==> src/rtl/kpd_pkg.sv <==
// Shared types and constants for the keypad debounce and long-press detector.
package kpd_pkg;

  localparam int MAP_W     = 16;
  localparam int IDX_W     = 4;
  localparam int DB_W      = 8;
  localparam int HOLD_W    = 16;
  localparam int DUR_W     = 16;
  localparam int CFG_IDX_W = 1;
  localparam int CFG_W     = 16;

  localparam logic [CFG_IDX_W-1:0] REG_DEBOUNCE = 1'b0;
  localparam logic [CFG_IDX_W-1:0] REG_LONG     = 1'b1;

  localparam logic [DB_W-1:0]   DEBOUNCE_RST = 8'd2;
  localparam logic [HOLD_W-1:0] LONG_RST     = 16'd100;

  typedef enum logic [1:0] {
    PH_IDLE    = 2'd0,
    PH_PRESS   = 2'd1,
    PH_LONG    = 2'd2,
    PH_RELEASE = 2'd3
  } phase_t;

  typedef enum logic [1:0] {
    EV_NONE    = 2'd0,
    EV_PRESS   = 2'd1,
    EV_LONG    = 2'd2,
    EV_RELEASE = 2'd3
  } evt_kind_t;

  // Per-key status toward the event selector.
  typedef struct packed {
    evt_kind_t         kind;
    logic              held;
    logic [DUR_W-1:0]  held_ticks;
  } key_evt_t;

  // Ticks to milliseconds, 10 ms per tick, wrapped to 16 bits.
  function automatic logic [DUR_W-1:0] ticks_to_ms(input logic [DUR_W-1:0] t);
    ticks_to_ms = (t << 3) + (t << 1);
  endfunction

endpackage

==> src/rtl/kpd_key.sv <==
// Debounce and long-press state machine for one key.
module kpd_key
  import kpd_pkg::*;
(
  input  logic              clk,
  input  logic              rst_n,
  input  logic              en,
  input  logic              pressed,
  input  logic [DB_W-1:0]   debounce_ticks,
  input  logic [HOLD_W-1:0] long_press_ticks,
  input  logic [DUR_W-1:0]  tick,
  output key_evt_t          evt
);

  phase_t              phase_r, phase_nxt;
  logic [DB_W-1:0]     db_cnt_r, db_cnt_nxt;
  logic [HOLD_W-1:0]   hold_cnt_r, hold_cnt_nxt;
  logic [DUR_W-1:0]    stamp_r, stamp_nxt;

  logic [DB_W:0]       db_inc;
  logic [HOLD_W:0]     hold_inc;
  logic                db_hit;
  logic                hold_hit;

  assign db_inc   = {1'b0, db_cnt_r} + {{DB_W{1'b0}}, 1'b1};
  assign hold_inc = {1'b0, hold_cnt_r} + {{HOLD_W{1'b0}}, 1'b1};
  assign db_hit   = db_inc >= {1'b0, debounce_ticks};
  assign hold_hit = hold_inc >= {1'b0, long_press_ticks};

  // Next state
  always_comb begin
    phase_nxt    = phase_r;
    db_cnt_nxt   = db_cnt_r;
    hold_cnt_nxt = hold_cnt_r;
    stamp_nxt    = stamp_r;
    case (phase_r)
      PH_IDLE: begin
        if (pressed) begin
          if (db_hit) begin
            phase_nxt  = PH_PRESS;
            db_cnt_nxt = '0;
            stamp_nxt  = tick;
          end else begin
            db_cnt_nxt = db_inc[DB_W-1:0];
          end
        end else begin
          db_cnt_nxt = '0;
        end
      end
      PH_PRESS: begin
        if (pressed) begin
          if (hold_hit) begin
            phase_nxt    = PH_LONG;
            hold_cnt_nxt = '0;
          end else begin
            hold_cnt_nxt = hold_inc[HOLD_W-1:0];
          end
        end else begin
          phase_nxt    = PH_RELEASE;
          hold_cnt_nxt = '0;
        end
      end
      PH_LONG: begin
        if (!pressed) phase_nxt = PH_RELEASE;
      end
      PH_RELEASE: begin
        if (!pressed) begin
          if (db_hit) begin
            phase_nxt  = PH_IDLE;
            db_cnt_nxt = '0;
          end else begin
            db_cnt_nxt = db_inc[DB_W-1:0];
          end
        end else begin
          // bounce back: keep the original press stamp
          db_cnt_nxt = '0;
          phase_nxt  = PH_PRESS;
        end
      end
      default: phase_nxt = PH_IDLE;
    endcase
  end

  // Outputs
  always_comb begin
    evt.kind       = EV_NONE;
    evt.held       = (phase_nxt == PH_PRESS) || (phase_nxt == PH_LONG);
    evt.held_ticks = tick - stamp_r;
    case (phase_r)
      PH_IDLE:    if (pressed && db_hit)    evt.kind = EV_PRESS;
      PH_PRESS:   if (pressed && hold_hit)  evt.kind = EV_LONG;
      PH_LONG:    evt.kind = EV_NONE;
      PH_RELEASE: if (!pressed && db_hit)   evt.kind = EV_RELEASE;
      default:    evt.kind = EV_NONE;
    endcase
  end

  always_ff @(posedge clk) begin
    if (!rst_n) begin
      phase_r    <= PH_IDLE;
      db_cnt_r   <= '0;
      hold_cnt_r <= '0;
      stamp_r    <= '0;
    end else if (en) begin
      phase_r    <= phase_nxt;
      db_cnt_r   <= db_cnt_nxt;
      hold_cnt_r <= hold_cnt_nxt;
      stamp_r    <= stamp_nxt;
    end
  end

endmodule

==> src/rtl/keypad_debounce_long_press.sv <==
// Keypad debounce and long-press detector: one scan tick in, one event item out per tick.
// Each input item is one 10 ms scan tick carrying the pressed bitmap of up to sixteen keys;
// every tick yields exactly one result item with the winning event (highest key index on a
// tie), the raw any-pressed flag and the map of keys in the pressed or long phase. The block
// takes one tick per clock cycle while out_stall does not hold the result; an accepted tick passes through
// the input register, then all key machines update in parallel into the result register.
// Write debounce_ticks (index 0) and long_press_ticks (index 1) only while no tick is in flight.
module keypad_debounce_long_press
  import kpd_pkg::*;
#(
  parameter int ROWS = 4,
  parameter int COLS = 4
) (
  input  logic                 clk,
  input  logic                 rst_n,
  input  logic                 in_valid,
  output logic                 in_stall,
  input  logic [MAP_W-1:0]     in_pressed_map,
  output logic                 out_valid,
  input  logic                 out_stall,
  output logic [1:0]           out_event_kind,
  output logic [IDX_W-1:0]     out_key_num,
  output logic [DUR_W-1:0]     out_duration_ms,
  output logic                 out_any_raw_pressed,
  output logic [MAP_W-1:0]     out_held_map,
  input  logic                 cfg_we,
  input  logic [CFG_IDX_W-1:0] cfg_index,
  input  logic [CFG_W-1:0]     cfg_wdata
);

  // keys at index 16 and up never read pressed, so they are not built
  localparam int NKEYS = ROWS * COLS;
  localparam int NACT  = (NKEYS < MAP_W) ? NKEYS : MAP_W;

  logic [DB_W-1:0]   debounce_ticks_r;
  logic [HOLD_W-1:0] long_press_ticks_r;

  logic              s1_valid_r;
  logic [MAP_W-1:0]  s1_map_r;
  logic [DUR_W-1:0]  tick_r, tick_nxt;

  logic              out_valid_r;
  evt_kind_t         out_kind_r, out_kind_nxt;
  logic [IDX_W-1:0]  out_idx_r, out_idx_nxt;
  logic [DUR_W-1:0]  out_dur_r, out_dur_nxt;
  logic              out_any_r, out_any_nxt;
  logic [MAP_W-1:0]  out_held_r, out_held_nxt;

  logic              out_free;
  logic              advance;
  logic              in_take;
  logic [DUR_W-1:0]  sel_ticks;

  key_evt_t          evt [NACT];

  assign out_free = !out_valid_r || !out_stall;
  assign advance  = s1_valid_r && out_free;
  assign in_stall = s1_valid_r && !out_free;
  assign in_take  = in_valid && !in_stall;
  assign tick_nxt = tick_r + {{(DUR_W-1){1'b0}}, 1'b1};

  // Configuration
  always_ff @(posedge clk) begin
    if (!rst_n) begin
      debounce_ticks_r   <= DEBOUNCE_RST;
      long_press_ticks_r <= LONG_RST;
    end else if (cfg_we) begin
      case (cfg_index)
        REG_DEBOUNCE: debounce_ticks_r   <= cfg_wdata[DB_W-1:0];
        REG_LONG:     long_press_ticks_r <= cfg_wdata[HOLD_W-1:0];
        default:      ;
      endcase
    end
  end

  // Input register
  always_ff @(posedge clk) begin
    if (!rst_n) begin
      s1_valid_r <= 1'b0;
    end else if (in_take) begin
      s1_valid_r <= 1'b1;
    end else if (advance) begin
      s1_valid_r <= 1'b0;
    end
  end

  always_ff @(posedge clk) begin
    if (in_take) s1_map_r <= in_pressed_map;
  end

  always_ff @(posedge clk) begin
    if (!rst_n) begin
      tick_r <= '0;
    end else if (advance) begin
      tick_r <= tick_nxt;
    end
  end

  for (genvar k = 0; k < NACT; k++) begin : g_key
    kpd_key u_key (
      .clk              (clk),
      .rst_n            (rst_n),
      .en               (advance),
      .pressed          (s1_map_r[k]),
      .debounce_ticks   (debounce_ticks_r),
      .long_press_ticks (long_press_ticks_r),
      .tick             (tick_nxt),
      .evt              (evt[k])
    );
  end

  // Highest firing key wins
  always_comb begin
    out_kind_nxt = EV_NONE;
    out_idx_nxt  = '0;
    sel_ticks    = '0;
    out_held_nxt = '0;
    for (int k = 0; k < NACT; k++) begin
      out_held_nxt[k] = evt[k].held;
      if (evt[k].kind != EV_NONE) begin
        out_kind_nxt = evt[k].kind;
        out_idx_nxt  = IDX_W'(k);
        sel_ticks    = evt[k].held_ticks;
      end
    end
    case (out_kind_nxt)
      EV_NONE:    out_dur_nxt = '0;
      EV_PRESS:   out_dur_nxt = '0;
      EV_LONG:    out_dur_nxt = ticks_to_ms(long_press_ticks_r);
      EV_RELEASE: out_dur_nxt = ticks_to_ms(sel_ticks);
      default:    out_dur_nxt = '0;
    endcase
    out_any_nxt = |s1_map_r;
  end

  // Result register
  always_ff @(posedge clk) begin
    if (!rst_n) begin
      out_valid_r <= 1'b0;
    end else if (advance) begin
      out_valid_r <= 1'b1;
    end else if (!out_stall) begin
      out_valid_r <= 1'b0;
    end
  end

  always_ff @(posedge clk) begin
    if (advance) begin
      out_kind_r <= out_kind_nxt;
      out_idx_r  <= out_idx_nxt;
      out_dur_r  <= out_dur_nxt;
      out_any_r  <= out_any_nxt;
      out_held_r <= out_held_nxt;
    end
  end

  assign out_valid           = out_valid_r;
  assign out_event_kind      = out_kind_r;
  assign out_key_num         = out_idx_r;
  assign out_duration_ms     = out_dur_r;
  assign out_any_raw_pressed = out_any_r;
  assign out_held_map        = out_held_r;

  a_none_zero: assert property (@(posedge clk) disable iff (!rst_n)
    out_valid_r && out_kind_r == EV_NONE |-> out_idx_r == '0 && out_dur_r == '0)
    else $error("no-event item carries nonzero index or duration");

  a_press_held: assert property (@(posedge clk) disable iff (!rst_n)
    out_valid_r && (out_kind_r == EV_PRESS || out_kind_r == EV_LONG)
      |-> out_held_r[out_idx_r])
    else $error("press or long event from a key not in the held map");

  a_release_free: assert property (@(posedge clk) disable iff (!rst_n)
    out_valid_r && out_kind_r == EV_RELEASE |-> !out_held_r[out_idx_r])
    else $error("release event from a key still held");

  a_tick_step: assert property (@(posedge clk) disable iff (!rst_n)
    advance |=> tick_r == $past(tick_nxt))
    else $error("tick counter did not step with the item");

  a_stall_full: assert property (@(posedge clk) disable iff (!rst_n)
    in_stall |-> s1_valid_r && out_valid_r)
    else $error("input stalled with room in the pipeline");

endmodule

==> config.mk <==
export PLATFORM = sky130hd
export DESIGN_NAME = keypad_debounce_long_press
export DESIGN_NICKNAME = d
export VERILOG_FILES = /design/src/rtl/kpd_pkg.sv /design/src/rtl/kpd_key.sv /design/src/rtl/keypad_debounce_long_press.sv
export SDC_FILE = /design/constraint.sdc
export NUM_CORES = 2
export LEC_CHECK = 0
export ABC_CLOCK_PERIOD_IN_PS = 8000
export BUFFER_PORTS_ARGS = -buffer_cell sky130_fd_sc_hd__buf_2
export CORE_MARGIN = 2
export CORE_UTILIZATION = 57
export CTS_CLUSTER_DIAMETER = 120
export DETAILED_ROUTE_END_ITERATION = 8
export PLACE_DENSITY_LB_ADDON = 0.1
export SETUP_SLACK_MARGIN = 0.05
export SKIP_CTS_REPAIR_TIMING = 1
export SLEW_MARGIN = 10
export SYNTH_ARGS = -nofsm -noshare
export SYNTH_HDL_FRONTEND = slang
export SYNTH_SLANG_ARGS = --single-unit
==> constraint.sdc <==
create_clock -name clk -period 8 [get_ports clk]
set_clock_uncertainty 0.1 [all_clocks]
set_input_delay 0.4 -clock clk [delete_from_list [all_inputs] [get_ports clk]]
set_output_delay 0.4 -clock clk [all_outputs]
set_load 0.02 [all_outputs]
# Word level (Yosys, flattened, before mapping)
# Index checks and enable logic that the tools add are counted.
# op_classes
add_sub_neg	51
order_cmp	32
n_eq_ne	84
n_mux	339
bitwise	1
reduce_logical	193
# ops
operator	count
two-way mux 16 bit	32
two-way mux 8 bit	48
two-way mux 2 bit	162
adder 16 x 1 -> 17 bit (second input constant)	16
>= comparator 17 x 16 -> 1 bit	16
case mux 2 bit (4 select lines)	32
case mux 8 bit (2 select lines)	16
two-way mux 15 bit	16
subtractor 15 bit	16
adder 8 x 1 -> 9 bit (second input constant)	16
>= comparator 9 x 8 -> 1 bit	16
== test 2 bit (second input constant)	50
AND reduction 2 bit	34
== test 2 x 1 -> 1 bit (second input constant)	33
nonzero test 2 bit	33
AND reduction 4 bit	16
logical AND 1 bit	51
case mux 16 bit (3 select lines)	1
zero test 2 bit	17
adder 16 bit	2
two-way mux 4 bit	6
two-way mux 1 bit	22
zero test 1 bit	20
logical OR 1 bit	17
other kinds (8)	12
# totals
reg_bits	753
inputBits	38
output_inout_bits	41
elab_cells	778

# Logic depth before layout (Yosys ltp)
# logic_depth
word_depth	25
mapped_depth	38
mapped_depth_nobuf	36

# Modules after synthesis
# Synthesis repeated with hierarchy kept, for this count alone.
# hier_totals
cells_unflattened	8414
hier_area_um2	67399.6
# by_module_without_submodules
module	n_inst	cells_each	area_per_inst_um2	seq_area_each_um2
kpd_key (g_key[0].u_key ...)	11	469	3773.6	840.8
kpd_key (g_key[13].u_key ...)	2	499	3813.7	840.8
keypad_debounce_long_press	1	851	7201.9	2462.4
kpd_key (g_key[12].u_key)	1	477	3767.4	840.8
kpd_key (g_key[9].u_key)	1	463	3659.8	840.8
kpd_key (g_key[8].u_key)	1	466	3633.5	840.8

# Worst setup path before layout
# No wires, ideal clock.
# synth_timing
path_kind	reg-to-reg
startpoint	register g_key[7].u_key.hold_cnt_r[0]
endpoint	register out_dur_r[15] (netlist: out_duration_ms[15]) (data pin)
arrival_time_ps	6923
t_required_ps	7630
setup_slack_ps	707
path_stages_with_launch	37
n_path_buf	2
synth_period_minus_slack_ps	7293
path_cell_list	dfxtp_1 ha_1 and3_1 and3_1 and3_1 and3_1 nand3_1 or2_2 xnor2_1 ha_1 a21o_1 a211oi_1 nand2_1 o221a_2 o2111ai_1 and2_1 buf_2 buf_1 o22ai_1 a311o_1 o21ai_0 nand2_1 ha_1 inv_1 fa_1 nor2b_1 o21ai_0 a21boi_1 o21ai_0 nand2b_1 a21o_1 a41o_1 o41a_1 a2111o_1 o211ai_2 xnor2_1 a211oi_2
# synth_via
elab_chain_len	18
word_cells_on_any_way	31
cone_classes	add/sub (2); order compare (1); eq/ne (3); mux (21); reduce/logical (4)
# synth_lines
item	line	text
start: declaration	kpd_key.sv:17	logic [HOLD_W-1:0] hold_cnt_r, hold_cnt_nxt;
start signal: assignment	kpd_key.sv:107	hold_cnt_r <= hold_cnt_nxt;
adder 16 x 1 -> 17 bit (*)	kpd_key.sv:26	assign hold_inc = {1'b0, hold_cnt_r} + {{HOLD_W{1'b0}}, 1'b1};
>= comparator 17 x 16 -> 1 bit (*)	kpd_key.sv:28	assign hold_hit = hold_inc >= {1'b0, long_press_ticks};
logical AND 1 bit (*)	kpd_key.sv:91	PH_PRESS: if (pressed && hold_hit) evt.kind = EV_LONG;
two-way mux 2 bit (*)	kpd_key.sv:91	
case mux 2 bit (4 select lines) (*)	kpd_key.sv:89	case (phase_r)
branches (longest 12 deep; another with adder 16 bit)	--	
case mux 16 bit (3 select lines) (*)	keypad_debounce_long_press.sv:126	case (out_kind_nxt)
named net out_dur_nxt[15]	keypad_debounce_long_press.sv:45	logic [DUR_W-1:0] out_dur_r, out_dur_nxt;
end signal: assignment	keypad_debounce_long_press.sv:151	out_dur_r <= out_dur_nxt;
end: declaration	keypad_debounce_long_press.sv:45	
# Mark *: on every way through the listed nets, which the timed path passes.
# A chain may end at the register's enable or synchronous reset.

# Worst setup path in the final report
# layout_timing
startpoint	register g_key[2].u_key.hold_cnt_r[0]
endpoint	register out_dur_r[15] (netlist: out_duration_ms[15]) (data pin)
# layout_via
elab_chain_len	23
word_cells_on_any_way	41
cone_classes	add/sub (2); order compare (1); eq/ne (3); mux (31); reduce/logical (4)
# layout_lines
item	line
start: declaration	kpd_key.sv:17
start signal: assignment	kpd_key.sv:107
adder 16 x 1 -> 17 bit (*)	kpd_key.sv:26
>= comparator 17 x 16 -> 1 bit (*)	kpd_key.sv:28
logical AND 1 bit (*)	kpd_key.sv:91
two-way mux 2 bit (*)	kpd_key.sv:91
case mux 2 bit (4 select lines) (*)	kpd_key.sv:89
branches (longest 17 deep; another with two-way mux 15 bit)	--
case mux 16 bit (3 select lines) (*)	keypad_debounce_long_press.sv:126
named net out_dur_nxt[15]	keypad_debounce_long_press.sv:45
# Marks and branches as above.

==> flow_summary.yaml <==
die:
  core_mm2: 0.103
  die-area_mm2: 0.106
  die_width_um: 326
  rows: 118
  initial_core_util: 0.573
  die_h_um: 326
  io_pins: 79
clock_network:
  cts_buffers: 89
  clock_latency_ns: 0.70
  cts_num_sinks: 751
  tritoncts: "built"
  h-tree-depth: 3
  cts.root.buffer_cell: "clkbuf_16"
  clk_pin_slew_worst_paths_ns: 0.06
  cts.path.max_buffers: 3
drt:
  wl_um: 211000
  drcViolationCount: 0
  vias: 57700
  initialDrtViolationCount: 5391
  wire_per_inst_um: 22.9
  dr.pass1.iters: 8
  avgViaCountPerCell: 6.27
  ant_nets: 0
final_layout:
  drive_gt1_frac: 0.0677
  area_growth_syn_to_layout_pct: 10.6
  final_common_cell: "nor2_1"
  num-nets-final: 8539
  stdcell_area_mm2: 0.0654
  layout_common_cells: "1089 x nor2_1, 744 x ha_1, 718 x a21oi_1"
worst_setup_path:
  crit_type: "reg2reg"
  path_max_fanout: 8
  crit_top_cell: "and3_1"
  critPathSlowestCell: "dfxtp_1"
  critPathRequiredTime_ns: 8.30
  crit_buf_inv: 0
  cp_data_arrival_time_ns: 7.87
  crit_path_max_incr_delay_ns: 0.40
  start_kind: "register"
  crit_family: "compound AO/OA/AOI/OAI gates"
  endpoint_kind: "register"
logic_synthesis:
  synth_top_area_cell: "dfxtp_1"
  synthArstFlopShare: 0
  synthTopCellsByArea: "dfxtp_1 24%, ha_1 16%, nor2_1 7.0%, a21oi_1 6.1%, xnor2_1 4.3%"
  ys_seq_area_frac: 0.263
  syn-num-nets: 8432
  synthesis.area_mm2: 0.0591
  yosys_warnings: 0
  synth_ff_type: "dfxtp_1"
  netlist-cell-type-count: 103
  ys_seq_elements: 751
  synth_area_per_cell_um2: 7.75
  synth.top_cell.area_share: 0.236
  syn_inst: 7631
  synth_enable_flop_cells: 54
power:
  p_per_area_mw_per_mm2: 180
  ir_drop_mv: 0.178
  p_leak_nw: 27.2
grt:
  grt_usage: 0.383
  grt_pass1_vias: 53100
  grt_remaining_overflow: 0
  grt_pass1_wl_um: 316000
  antenna_found_initial: 8
  grt_max_degree: 195
timing:
  tns_ns: 0
  finalSetupViolations: 0
  slew-limit-headroom: 0.0614
  min_period_over_period: 0.946
  period_minus_slack_ns: 7.57
  rsz0062_at_grt: "false"
  finalMaxSlewViolations: 0
  clock.fmax_mhz: 132
  hold_viol: 0
  worst_slew_pin_slew_ns: 1.41
hold_path:
  hold_path_class: "in2reg"
flow_run:
  cap_violations: 0
outcome:
  status: "finished, final reports clean"
placement:
  globalplace.congestion: 1.06
  dpl.hpwl_um: 157000
  place_area_mm2: 0.0617
  io_buffers: 77
## metal layers
metal	routed length [um]	global-route usage	vias to the layer above
met5	29	0	-
met4	17000	0.270	4
met3	14900	0.0555	662
met2	92400	0.602	2240
met1	86400	0.484	27100
li1	-	-	27700
## worst paths after layout
path         cells past startpoint  slack [ns]                    startpoint                   to
min                              4        0.09                     cfg_index  debounce_ticks_r[2]
min reg2reg                      2        0.35           debounce_ticks_r[7]  debounce_ticks_r[7]
max                             32        0.43  g_key[2].u_key.hold_cnt_r[0]  out_duration_ms[15]
max reg2reg                     32        0.43  g_key[2].u_key.hold_cnt_r[0]  out_duration_ms[15]
## cell usage after synthesis, types with 18 or more instances
| cell | n |
|---|---|
| and4_1 | 18 |
| nand2b_1 | 84 |
| o31a_1 | 18 |
| edfxtp_1 | 54 |
| fa_1 | 18 |
| nand3b_1 | 49 |
| nor2b_1 | 61 |
| and2_1 | 36 |
| a22oi_1 | 94 |
| nor3b_1 | 60 |
| o22ai_1 | 21 |
| clkbuf_1 | 255 |
| a2111oi_0 | 25 |
| dfxtp_1 | 697 |
| xnor2_1 | 290 |
| nor2_1 | 1101 |
| o21ai_0 | 404 |
| nand3_1 | 279 |
| inv_1 | 369 |
| a211oi_1 | 209 |
| o211ai_1 | 57 |
| nand4_1 | 83 |
| nor3_1 | 126 |
| nand2_1 | 574 |
| o31ai_1 | 33 |
| o21a_1 | 71 |
| a21oi_1 | 721 |
| mux2i_1 | 40 |
| o21ai_1 | 28 |
| or3_1 | 76 |
| and3_1 | 178 |
| a2bb2oi_1 | 24 |
| nor4_1 | 30 |
| a31oi_1 | 62 |
| xor2_1 | 267 |
| ha_1 | 745 |
| a21o_1 | 70 |
## flip-flops by register name (all words and copies together), names as in the netlist
signal / cells
out_event_kind: 2
g_key.u_key.phase_r: 32
g_key.u_key.hold_cnt_r: 256
s1_valid_r: 1
out_held_map: 16
out_valid: 1
g_key.u_key.stamp_r: 240
debounce_ticks_r: 8
out_duration_ms: 15
g_key.u_key.db_cnt_r: 128
s1_map_r: 16
out_key_num: 4
out_any_raw_pressed: 1
long_press_ticks_r: 16
tick_r: 15
## through the flow
stage,hold WS [ns],total power [mW],util,setup WS (ns),cells
after floorplan,0.336,6.18,-,0.707,7631
after global placement,0.341,7.36,0.598,0.234,8988
after detailed placement,0.348,7.38,0.598,0.141,8988
after CTS,-0.261,11.7,0.628,0.0832,9155
after global routing,0.0872,12.2,0.634,0.0296,9194
final,0.0875,11.8,0.634,0.432,9197
## worst register-to-register path, delay by kind of cell, from the launching register on
kind | cells | cell delay, ns
AOI/OAI and AO/OA | 15 | 3.48
xor gates and xnor gates | 2 | 0.34
adders and majority gates | 2 | 0.59
DFF | 1 | 0.40
and+or+nand+nor | 13 | 2.36
## cell type report
cell class	count	area [um^2]
diodes	3	7.51
clock buffers	123	2530
clock inverters	44	537
fillers	9239	37800
inverters	371	1410
multi-input cells	6227	41400
flip-flops and latches	751	15600
well taps	1380	1730
repair buffers	298	2210
## cell families after synthesis
group / after synthesis / synth area share
fa+ha+maj: 763 / 0.164
mux: 40 / 0.00677
xor+xnor: 558 / 0.0829
compound gates: 2059 / 0.219
other cells: 1 / 0.0000634
buf+inv: 653 / 0.0417
flops: 751 / 0.263
simple gates: 2806 / 0.222
## where the power goes
part	switching, mW	internal, mW
registers	0.0872	3.87
clock network	1.78	2.54
logic	2.29	1.21
(Power assumes the default switching activity.)
